### src/hdl/text_console_writer_macros.svh
// Assertion macros shared by the console writer RTL.
// Depends on nothing; included by files that carry assertions.
`ifndef TEXT_CONSOLE_WRITER_MACROS_SVH
`define TEXT_CONSOLE_WRITER_MACROS_SVH

// same-cycle implication, disabled while in reset
`define TCW_ASSERT_NOW(label, clk, rst_n, ante, cons) \
	label: assert property (@(posedge clk) disable iff (!(rst_n)) (ante) |-> (cons)) \
		else $error("console writer check failed");

// next-cycle implication, disabled while in reset
`define TCW_ASSERT_NEXT(label, clk, rst_n, ante, cons) \
	label: assert property (@(posedge clk) disable iff (!(rst_n)) (ante) |=> (cons)) \
		else $error("console writer check failed");

`endif

### src/hdl/tcw_fifo.sv
// Small synchronous word queue with full/empty flags.
// Depends on nothing; word type and depth come in as parameters.
`timescale 1ns / 1ps

module tcw_fifo #(
	parameter type T = logic,
	parameter int DEPTH = 2
) (
	input  logic clk,
	input  logic arst_n,
	input  logic push,
	input  T     wdata,
	output logic full,
	input  logic pop,
	output T     rdata,
	output logic empty
);

	localparam int AW = (DEPTH > 1) ? $clog2(DEPTH) : 1;
	localparam int CNTW = $clog2(DEPTH + 1);

	T mem_q [DEPTH];
	logic [AW-1:0]   wr_ptr_q;
	logic [AW-1:0]   rd_ptr_q;
	logic [CNTW-1:0] count_q;
	logic            do_push;
	logic            do_pop;

	assign full    = (count_q == CNTW'(DEPTH));
	assign empty   = (count_q == '0);
	assign do_push = push && !full;
	assign do_pop  = pop && !empty;
	assign rdata   = mem_q[rd_ptr_q];

	always_ff @(posedge clk) begin
		if (do_push) begin
			mem_q[wr_ptr_q] <= wdata;
		end
	end

	always_ff @(posedge clk or negedge arst_n) begin
		if (!arst_n) begin
			wr_ptr_q <= '0;
			rd_ptr_q <= '0;
			count_q  <= '0;
		end else begin
			if (do_push) begin
				wr_ptr_q <= (wr_ptr_q == AW'(DEPTH - 1)) ? '0 : wr_ptr_q + AW'(1);
			end
			if (do_pop) begin
				rd_ptr_q <= (rd_ptr_q == AW'(DEPTH - 1)) ? '0 : rd_ptr_q + AW'(1);
			end
			if (do_push && !do_pop) begin
				count_q <= count_q + CNTW'(1);
			end else if (do_pop && !do_push) begin
				count_q <= count_q - CNTW'(1);
			end
		end
	end

endmodule

### config.mk
export PLATFORM = sky130hd
export DESIGN_NAME = tcw_fifo
export DESIGN_NICKNAME = d
export VERILOG_FILES = /design/src/hdl/text_console_writer_macros.svh /design/src/hdl/tcw_fifo.sv
export SDC_FILE = /design/constraint.sdc
export NUM_CORES = 1
export LEC_CHECK = 0
export BUFFER_PORTS_ARGS = -buffer_cell sky130_fd_sc_hd__clkbuf_2
export CAP_MARGIN = 20
export CORE_AREA = 2 2 39 41
export DETAILED_ROUTE_END_ITERATION = 6
export DIE_AREA = 0 0 41 43
export GPL_ROUTABILITY_DRIVEN = 0
export PLACE_DENSITY = 0.37
export SLEW_MARGIN = 20
export SYNTH_ARGS = -nofsm -noshare
export SYNTH_HDL_FRONTEND = slang
export SYNTH_SLANG_ARGS = --single-unit
### constraint.sdc
create_clock -name clk -period 1.9 [get_ports clk]
set_input_delay 0.19 -clock clk [delete_from_list [all_inputs] [get_ports clk]]
set_output_delay 0.19 -clock clk [all_outputs]
set_load 0.1 [all_outputs]
== Word-level counts from Yosys, hierarchy flattened ==
Memories as Yosys holds them, arrays and structs flattened.
Index checks and enable logic that the tools add are counted.
Widths: inputs -> output; s select.
Cells by class
  reduce and logical (&&, ||, !) cells: 10
  eq/ne operators: 1
  $add $sub $neg: 4
  multiplexer cells: 6
Operator list (number)
  $logic_and 1x1->1: 4
  $logic_not 1->1: 4
  $mux 1: 4
  $mux 2: 2
  $add 1x1->1 const B: 2
  $add 2x1->2 const B: 1
  $eq 2x2->1 const B: 1
  $logic_not 2->1: 1
  $reduce_bool 2->1: 1
  $sub 2x1->2 const B: 1
Storage, ports and cells
  bits in writable memories: 2
  output and inout port bits: 3
  word-level logic and storage cells: 25
  memories: 1
  bits in registers: 4
  bits of input ports: 5
Memories
  mem_q: words 2, bits a word 1, read ports 1, clocked after memory_dff 0, write ports 1, RTL line tcw_fifo.sv:22  | T mem_q [DEPTH];

== Logic depth before layout (Yosys ltp) ==
  depth after elaboration: 7
  depth in mapped cells: 7
  depth with buffers taken out: 7

== Worst setup path after synthesis ==
No wires, ideal clock.
  path kind: reg2out
  start: register count_q[0]
  end: output empty
  required time: 1710 ps
  slack: 37 ps
  arrival time: 1673 ps
  buffers on the path: 0
  stages on the path, launching flop included: 2
  cells stage by stage: dfrtp_1 nor2_1
On the way
  longest elaborated chain between the ends: 1
RTL lines
  start, declared: RTL line tcw_fifo.sv:25  | logic [CNTW-1:0] count_q;
  start signal, assigned: RTL line tcw_fifo.sv:54  | count_q <= count_q + CNTW'(1);
  start signal, assigned: RTL line tcw_fifo.sv:56  | count_q <= count_q - CNTW'(1);
  $logic_not 2->1: RTL line tcw_fifo.sv:30  | assign empty = (count_q == '0);
  end, declared: RTL line tcw_fifo.sv:16  | output logic empty
Every way passes these cells.

== Worst setup path in the final report ==
  start: register count_q[0]
  end: output full
On the way
  longest elaborated chain between the ends: 1
RTL lines
  $eq 2x2->1: RTL line tcw_fifo.sv:29  | assign full = (count_q == CNTW'(DEPTH));
  end, declared: RTL line tcw_fifo.sv:13  | output logic full,
Every way passes these cells.

==> impl_metrics.yaml <==
status:
  status: "complete, no violations"
placement:
  port_buffers: 7
  dp_hpwl_um: 340
setup_path:
  crit_path_end_kind: "output port"
  critPathMaxStageDelay_ns: 0.44
  worst-path-buf-inv: 2
  criticalPathCategory: "reg -> out"
  start_kind: "flip-flop"
  critPathMaxFanout: 5
  worstPathRequired_ns: 1.71
  cp_top_family: "buffers and inverters"
  crit_chain: "nand2b_1 -> inv_1 -> clkbuf_2"
  cp.arrival_ns: 1.37
  cp_slowest_cell: "clkbuf_2"
global_route:
  grt_pass1_wl_um: 627
  antenna_found_initial: 0
  grt_start_max_net_pins: 6
  grt_pass1_vias: 153
  globalRouteTotalUtil: 0.0636
  gr-total-overflow: 0
timing:
  final_hold_viol_count: 0
  fin_crit_sh: 0.821
  tightest_slew_ns: 0.538
  fin_skew_ns: 0.00371
  rsz0062_at_grt: "false"
  finalCriticalPeriod_ns: 1.56
  timing.fmax_ghz: 0.641
  maxSlewViolCount: 0
  fin_tns_setup_ns: 0
  relSlewSlack: 0.643
  setup_violations: 0
route:
  dr.pass1.iters: 2
  initialDrtViolationCount: 5
  routed-via-count: 180
  wl_per_cell_um: 8.40
  final_antenna_net_count: 0
  drc: 0
  avgViaCountPerCell: 3.60
  drt_wl_total_um: 420
clock_tree:
  post_cts_buffers: 0
  cts.sinks: 6
  clock_latency_ns: 0.24
  ctsLongestPathBuffers: 2
  clk_pin_slew_ns: 0.05
  cts_buffers: 3
  cts_tree: "built"
  cts_root_buffer: "clkbuf_4"
  cts_max_level: 1
final_layout:
  nFillCells: 153
  drive_gt1_frac: 0.324
  areaGrowthSynthToFinish_pct: 34.1
  most-common-layout-cells: "clkbuf_2 (7), dfrtp_1 (4), nor2_1 (3), xnor2_1 (3), clkbuf_4 (3)"
  layout.nets: 41
  layout_commonest_cell: "clkbuf_2"
  diodes: 0
logic_synthesis:
  ys_warn_count: 0
  syn_inst: 22
  avgSynthCellArea_um2: 12.2
  yosysSeqAreaShare: 0.598
  netlist.area_leader.share: 0.374
  netlist_area_um2: 268
  synth_cell_type_count: 12
  synthTopCellsByArea: "dfrtp_1 (37%), edfxtp_1 (22%), xnor2_1 (9.8%), xor2_1 (6.5%), ha_1 (4.7%)"
  synth_top_cell_by_area: "dfrtp_1"
  yosys_register_bits: 6
  syn_nets: 28
flow_run:
  cap_violations: 0
floorplan:
  fp.dieH_um: 43
  die_x_um: 41
  pin_count: 8
  core_um2: 1380
  row_count: 14
  dieArea_um2: 1760
  start_util: 0.193
min_path:
  hold_path_class: "in -> reg"
## layer usage
layer,vias to the layer above,part of all wire,global-route usage
li1,94,-,-
met1,80,0.45,0.0719
met2,6,0.47,0.0625
met3,0,0.076,0.0471
met4,0,0,0.0800
met5,-,0,0
## through the flow
stage | setup WS (ns) | util | cell area [um2] | cells | hold WS [ns]
3_5_place_dp | 0.425 | 0.233 | 323 | 45 | 0.00695
6_report | 0.339 | 0.259 | 359 | 50 | 0.135
3_3_place_gp | 0.438 | 0.233 | 323 | 45 | 0.00268
5_1_grt | 0.276 | 0.259 | 359 | 50 | 0.128
4_1_cts | 0.318 | 0.259 | 359 | 50 | 0.126
2_1_floorplan | 0.0369 | - | 268 | 22 | -0.106
## kinds of logic after synthesis
| kind of cell | Yosys count | synth area share |
|---|---|---|
| AND/OR/NAND/NOR | 6 | 0.103 |
| XOR/XNOR | 5 | 0.164 |
| buffers and inverters | 2 | 0.0280 |
| AO/OA/AOI/OAI | 1 | 0.0187 |
| multiplexers | 1 | 0.0421 |
| adder cells (fa/ha/maj) | 1 | 0.0467 |
| flip-flops | 6 | 0.598 |
## synthesized netlist by cell type, drive strengths merged
library cell,n
o21ai,1
nand2,1
and3,1
nand2b,1
dfrtp,4
ha,1
edfxtp,2
mux2,1
nor2,3
xor2,2
xnor2,3
inv,2
## timing repair
| item | CTS | global route |
|---|---|---|
| hold buffers | 1 | 0 |
| endpoints found under the hold margin | 4 | 0 |
| gates resized for setup | 0 | 0 |
## worst paths after layout
kind                            start          to  slack [ns]  depth (start not counted)
max                        count_q[0]        full        0.34                          3
min                             wdata    mem_q[0]        0.13                          1
max reg2reg                count_q[0]  count_q[1]        0.43                          7
min reg2reg                  rd_ptr_q    rd_ptr_q        0.48                          1
max in group asynchronous      arst_n  count_q[0]        1.48                          2
min in group asynchronous      arst_n    wr_ptr_q        0.29                          2
## sequential cells by signal, summed over array words and instances, names as in the netlist
signal / flops
count_q: 2
mem_q: 2
rd_ptr_q: 1
wr_ptr_q: 1
## area by class of cell
class	instances	area (um2)	share of cell area
Sequential cell	6	160	0.446
Inverter	2	7.51	0.0209
Multi-Input combinational cell	14	100	0.279
Clock buffer	4	26.3	0.0732
Tap cell	16	20.0	0.0557
Timing Repair Buffer	8	45.0	0.125
Power is not shown: default switching activity piles up to over one toggle a cycle in this logic, so the estimate is an artifact.
