File: config.mk
export PLATFORM = sky130hd
export DESIGN_NAME = tcw_front
export DESIGN_NICKNAME = d
export VERILOG_FILES = /design/src/hdl/text_console_writer_macros.svh /design/src/hdl/tcw_pkg.sv /design/src/hdl/tcw_front.sv
export SDC_FILE = /design/constraint.sdc
export NUM_CORES = 1
export LEC_CHECK = 0
export ABC_AREA = 1
export ABC_CLOCK_PERIOD_IN_PS = 1200
export BUFFER_PORTS_ARGS = -buffer_cell sky130_fd_sc_hd__buf_2
export CORE_AREA = 5 5 42 44
export DETAILED_ROUTE_END_ITERATION = 8
export DIE_AREA = 0 0 47 49
export PLACE_DENSITY = 0.78
export SLEW_MARGIN = 20
export SYNTH_ARGS = -nofsm -noshare
export SYNTH_HDL_FRONTEND = slang
export SYNTH_SLANG_ARGS = --single-unit
export TNS_END_PERCENT = 30
File: constraint.sdc
create_clock -name vclk -period 1.2
set_input_delay 0.12 -clock vclk [all_inputs]
set_output_delay 0.12 -clock vclk [all_outputs]
set_load 0.005 [all_outputs]
File: src/hdl/text_console_writer_macros.svh
// Assertion macros shared by the console writer RTL.
// Depends on nothing; included by files that carry assertions.
`ifndef TEXT_CONSOLE_WRITER_MACROS_SVH
`define TEXT_CONSOLE_WRITER_MACROS_SVH

// same-cycle implication, disabled while in reset
`define TCW_ASSERT_NOW(label, clk, rst_n, ante, cons) \
	label: assert property (@(posedge clk) disable iff (!(rst_n)) (ante) |-> (cons)) \
		else $error("console writer check failed");

// next-cycle implication, disabled while in reset
`define TCW_ASSERT_NEXT(label, clk, rst_n, ante, cons) \
	label: assert property (@(posedge clk) disable iff (!(rst_n)) (ante) |=> (cons)) \
		else $error("console writer check failed");

`endif

File: src/hdl/tcw_pkg.sv
// Shared types, codes and defaults for the text console writer.
// Depends on nothing.
`timescale 1ns / 1ps

package tcw_pkg;

	localparam int DEF_COLUMNS     = 80;
	localparam int DEF_ROWS        = 25;
	localparam int DEF_QUEUE_DEPTH = 2;

	localparam logic [1:0] OP_PUT   = 2'd0;
	localparam logic [1:0] OP_READ  = 2'd1;
	localparam logic [1:0] OP_CLEAR = 2'd2;

	localparam logic [7:0]  NEWLINE_CODE = 8'd10;
	localparam logic [15:0] BLANK_CELL   = 16'h0720;

	localparam logic [2:0] CMD_NOP     = 3'd0;
	localparam logic [2:0] CMD_PUT     = 3'd1;
	localparam logic [2:0] CMD_NEWLINE = 3'd2;
	localparam logic [2:0] CMD_READ    = 3'd3;
	localparam logic [2:0] CMD_CLEAR   = 3'd4;

	typedef struct packed {
		logic [1:0] operation;
		logic [7:0] char_code;
		logic [7:0] color;
		logic [4:0] read_row;
		logic [6:0] read_col;
	} in_t;

	typedef struct packed {
		logic [15:0] cell_value;
		logic [6:0]  cursor_col;
		logic [4:0]  cursor_row;
		logic        scrolled;
	} out_t;

	typedef struct packed {
		logic [2:0] kind;
		logic [7:0] char_code;
		logic [7:0] color;
		logic [4:0] read_row;
		logic [6:0] read_col;
	} cmd_t;

endpackage

File: src/hdl/tcw_front.sv
// Front end: classifies an incoming word into a back-end command.
// Depends on tcw_pkg.
`timescale 1ns / 1ps

module tcw_front #(
	parameter int COLUMNS = tcw_pkg::DEF_COLUMNS,
	parameter int ROWS    = tcw_pkg::DEF_ROWS
) (
	input  tcw_pkg::in_t  item,
	output tcw_pkg::cmd_t cmd
);

	logic in_range;

	assign in_range = ({2'b0, item.read_row} < 7'(ROWS))
		&& ({2'b0, item.read_col} < 9'(COLUMNS));

	always_comb begin
		cmd.char_code = item.char_code;
		cmd.color     = item.color;
		cmd.read_row  = item.read_row;
		cmd.read_col  = item.read_col;
		unique case (item.operation)
			tcw_pkg::OP_PUT: begin
				cmd.kind = (item.char_code == tcw_pkg::NEWLINE_CODE)
					? tcw_pkg::CMD_NEWLINE : tcw_pkg::CMD_PUT;
			end
			tcw_pkg::OP_READ: begin
				cmd.kind = in_range ? tcw_pkg::CMD_READ : tcw_pkg::CMD_NOP;
			end
			tcw_pkg::OP_CLEAR: begin
				cmd.kind = tcw_pkg::CMD_CLEAR;
			end
			default: begin
				cmd.kind = tcw_pkg::CMD_NOP;
			end
		endcase
	end

endmodule

; ---- Word level (Yosys, flattened, before mapping)
; Cells that the tools add are included.
[totals]
input_bits = 30
register_bits = 0
[classes]
n_lt_le_gt_ge = 2
mux = 3
n_eq_ne = 3
reduce_logical = 2
[ops]
columns = operator, count
row1 = $pmux W3 S3, 1
row2 = $eq A8 B4 Y1 const B, 1
row3 = $lt A7 B7 Y1 const B, 1
row4 = $lt A5 B5 Y1 const B, 1
row5 = $mux W2, 2
row6 = $eq A2 B1 Y1 const B, 1
row7 = $eq A2 B2 Y1 const B, 1
row8 = $logic_not A2 Y1, 1
row9 = $logic_and A1 B1 Y1, 1

; ---- Depth between registers and ports, before layout
[logic_depth]
depth_word = 4
depth_mapped = 6
mapped_depth_nobuf = 6

; ---- Least setup slack after synthesis
; OpenSTA, ideal clock, no wires.
[synth_path]
path_type = input to output
startpoint = input port item[26] (netlist name)
endpoint = output port cmd[28] (netlist name)
required_ns = 1.080
path_stages = 6
setup_slack_ns = 0.626
arrival_time_ns = 0.454
n_path_buf = 0
path_cell_list = inv_1 nand2_1 nor2_2 nand2_1 nand2_1 nand2_1
[synth_rtl]
columns = element, line_no
row1 = start: declaration, tcw_front.sv:9  ; input tcw_pkg::in_t item,
row2 = end: declaration, tcw_front.sv:10  ; output tcw_pkg::cmd_t cmd

==> summary.md <==
| Metric | Value |
|---|---|
| Status | `finished, final reports clean` |
| FF/Latch Area | `0 µm²` |
| Worst Setup End Kind | `primary output` |
| Largest net degree at the start of global routing | `4` |
| Die Height | `around 49 µm` |
| Fin. max-slew vios | `0` |
| P&R area growth vs syn | `-1.487%` |
| FFs & Latches | `0` |
| Max-Cap Viols | `0` |
| Placed inst area | `331.6 µm²` |
| Crit-path max FO | `2` |
| Sequential fraction of design power | `0%` |
| Row count | `14` |
| Worst vdd ir | `0.06724 mV` |
| Net Switching | `0.00004365 W` |
| RSZ-0062 raised after global routing | `no` |
| Synth warnings | `0` |
| Worst Tran Pin Value | `0.1493 ns` |
| DR vias/cell | `3.647` |
| Drt first pass iters | `1` |
| Area contributors post-synth | `buf_4, nand2_1, inv_1, nor2_1, nor2_2` |
| Final Net Count | `approximately 100` |
| Vias in the first global route | `268` |
| Fin crit period | `0.8167 ns` |
| Crit path launch type | `input pin` |
| Initial drt markers | `0` |
| Fin cells | `85` |
| Post-CTS Setup Bufs | `0` |
| Static Leak | `about 0.25 nW` |
| Total grt overflow | `0` |
| GRT Util Overall | `5.263%` |
| Core ar. | `1401 µm²` |
| Routed Antenna Nets | `0` |
| Leading area contributor after synthesis | `buf_4` |
| Hold_ws | `between 0.2 and 0.25 ns` |
| Max-slew headroom | `around nine tenths` |
| Starting density of the core | `24.02%` |
| Pwr Density | `289.0 nW/µm²` |
| Mapped Cells | `60` |
| Final Cycle Share | `68.06%` |
| Seq/Total Area, Yosys | `0%` |
| HP Class | `in -> out` |
| Commonest non-fill, non-tap cell in the layout | `buf_2` |
| Post-CTS Hold Buffers | `0` |
| Routability cong. | `0.5841` |
| IO buf count | `37` |
| Logic pwr share | `100.0%` |
| Chip Width | `47 µm` |
| Mapped Area | `336.6 µm²` |
| First-pass GRT wire length | `979 µm` |
| Full die area | `2303 µm²` |
| Cell internal pwr | `roughly 0.000052 W` |
| Hold Path Stages | `0` |
| Share of the synthesized area in the top cell type | `62.45%` |
| Final hold vios | `0` |
| Syn nets | `90` |
| Switching share of power | `45.55%` |
| WHS Endpoint | `cmd[15]` |
| Initial antenna violation count | `0` |
| Post-Place Cells | `85` |
| Post-Route WL | `around 700 µm` |
| Syn_area_per_cell | `between 5 and 6 µm²` |
| Fmax | `around 1200 MHz` |
| Post-Route Setup TNS | `0 ns` |
| Arrival time at the worst endpoint | `0.70 ns` |
| Residual DRC | `0` |
| Clk_buf instances | `0` |
| Most frequent cells in the layout | `buf_2, nand2_1, inv_1` |
| Final setup fails | `0` |
| Hold path startpoint | `item[15]` |
| Routed via count | `310` |
| Fin area | `331.6 µm²` |
| Worst EP required | `1.08 ns` |
| Clock Power Share | `0%` |
| Per-cell routed wire length | `8.235 µm` |
| Post-CTS Resized | `0` |
| Layout cell share with drive strength beyond 1 | `56.52%` |
| Number of antenna diodes | `0` |
| Final HPWL from detailed placement | `678.9 µm` |
| Critical path class | `in -> out` |
| I/O pin cnt | `between 60 and 70` |
| Unique masters post-synth | `6` |
worst max-delay path by stage:
stage / from / endpoint / cells past startpoint
6_report: item[26] / cmd[28] / 8
5_1_grt: item[27] / cmd[28] / 8
4_1_cts: item[27] / cmd[28] / 8
3_5_place_dp: item[27] / cmd[28] / 8
3_3_place_gp: item[27] / cmd[28] / 8
2_1_floorplan: item[26] / cmd[28] / 6
critical path, cell delays in order:
cell     delay [ns]
buf_2          0.10
inv_1          0.04
nand2_1        0.05
nor2_2         0.11
nand2_1        0.06
nand2_1        0.05
nand2_1        0.04
buf_2          0.12
cells by family after synthesis:
logic type / count (synthesis) / share of synthesized area [%]
buffers and inverters: 38 / 73.61
AND/OR/NAND/NOR: 22 / 26.39
synthesized netlist by cell type:
cell,instances
inv_1,10
nor2_1,6
nand2_1,13
buf_4,28
nor2_2,2
nand3_1,1
power groups by stage:
stage | logic (W) | registers (W) | clock network [W]
after floorplan | 0.0000994 | 0 | 0
after global placement | 0.0000963 | 0 | 0
after detailed placement | 0.0000982 | 0 | 0
after CTS | 0.0000986 | 0 | 0
after global routing | 0.000110 | 0 | 0
final | 0.0000958 | 0 | 0
per-layer routing:
layer  global-route usage, %  vias to the layer above  part of all wire, %
li1                        -                      162                    -
met4                   1.843                        0                  3.9
met2                   11.09                       25                   51
met3                  0.3690                        4                   21
met1                   4.565                      119                   24
met5                       0                        -                    0
through the flow:
step / setup WS, ns / util (%) / total power (W)
2_1_floorplan: 0.6258 / - / 0.00009942
3_3_place_gp: 0.3862 / 23.66 / 0.00009628
3_5_place_dp: 0.3687 / 23.66 / 0.00009823
4_1_cts: 0.3676 / 23.66 / 0.00009864
5_1_grt: 0.2523 / 23.66 / 0.0001104
6_report: 0.3833 / 23.66 / 0.00009583
area by class of cell:
type / instances / area (µm²)
Multi-Input combinational cell: 22 / 88.84
Tap cell: 16 / 20.02
Inverter: 10 / 37.54
Timing Repair Buffer: 37 / 185.2
Fill cell: 178 / 1070
(Power assumes the default switching activity.)
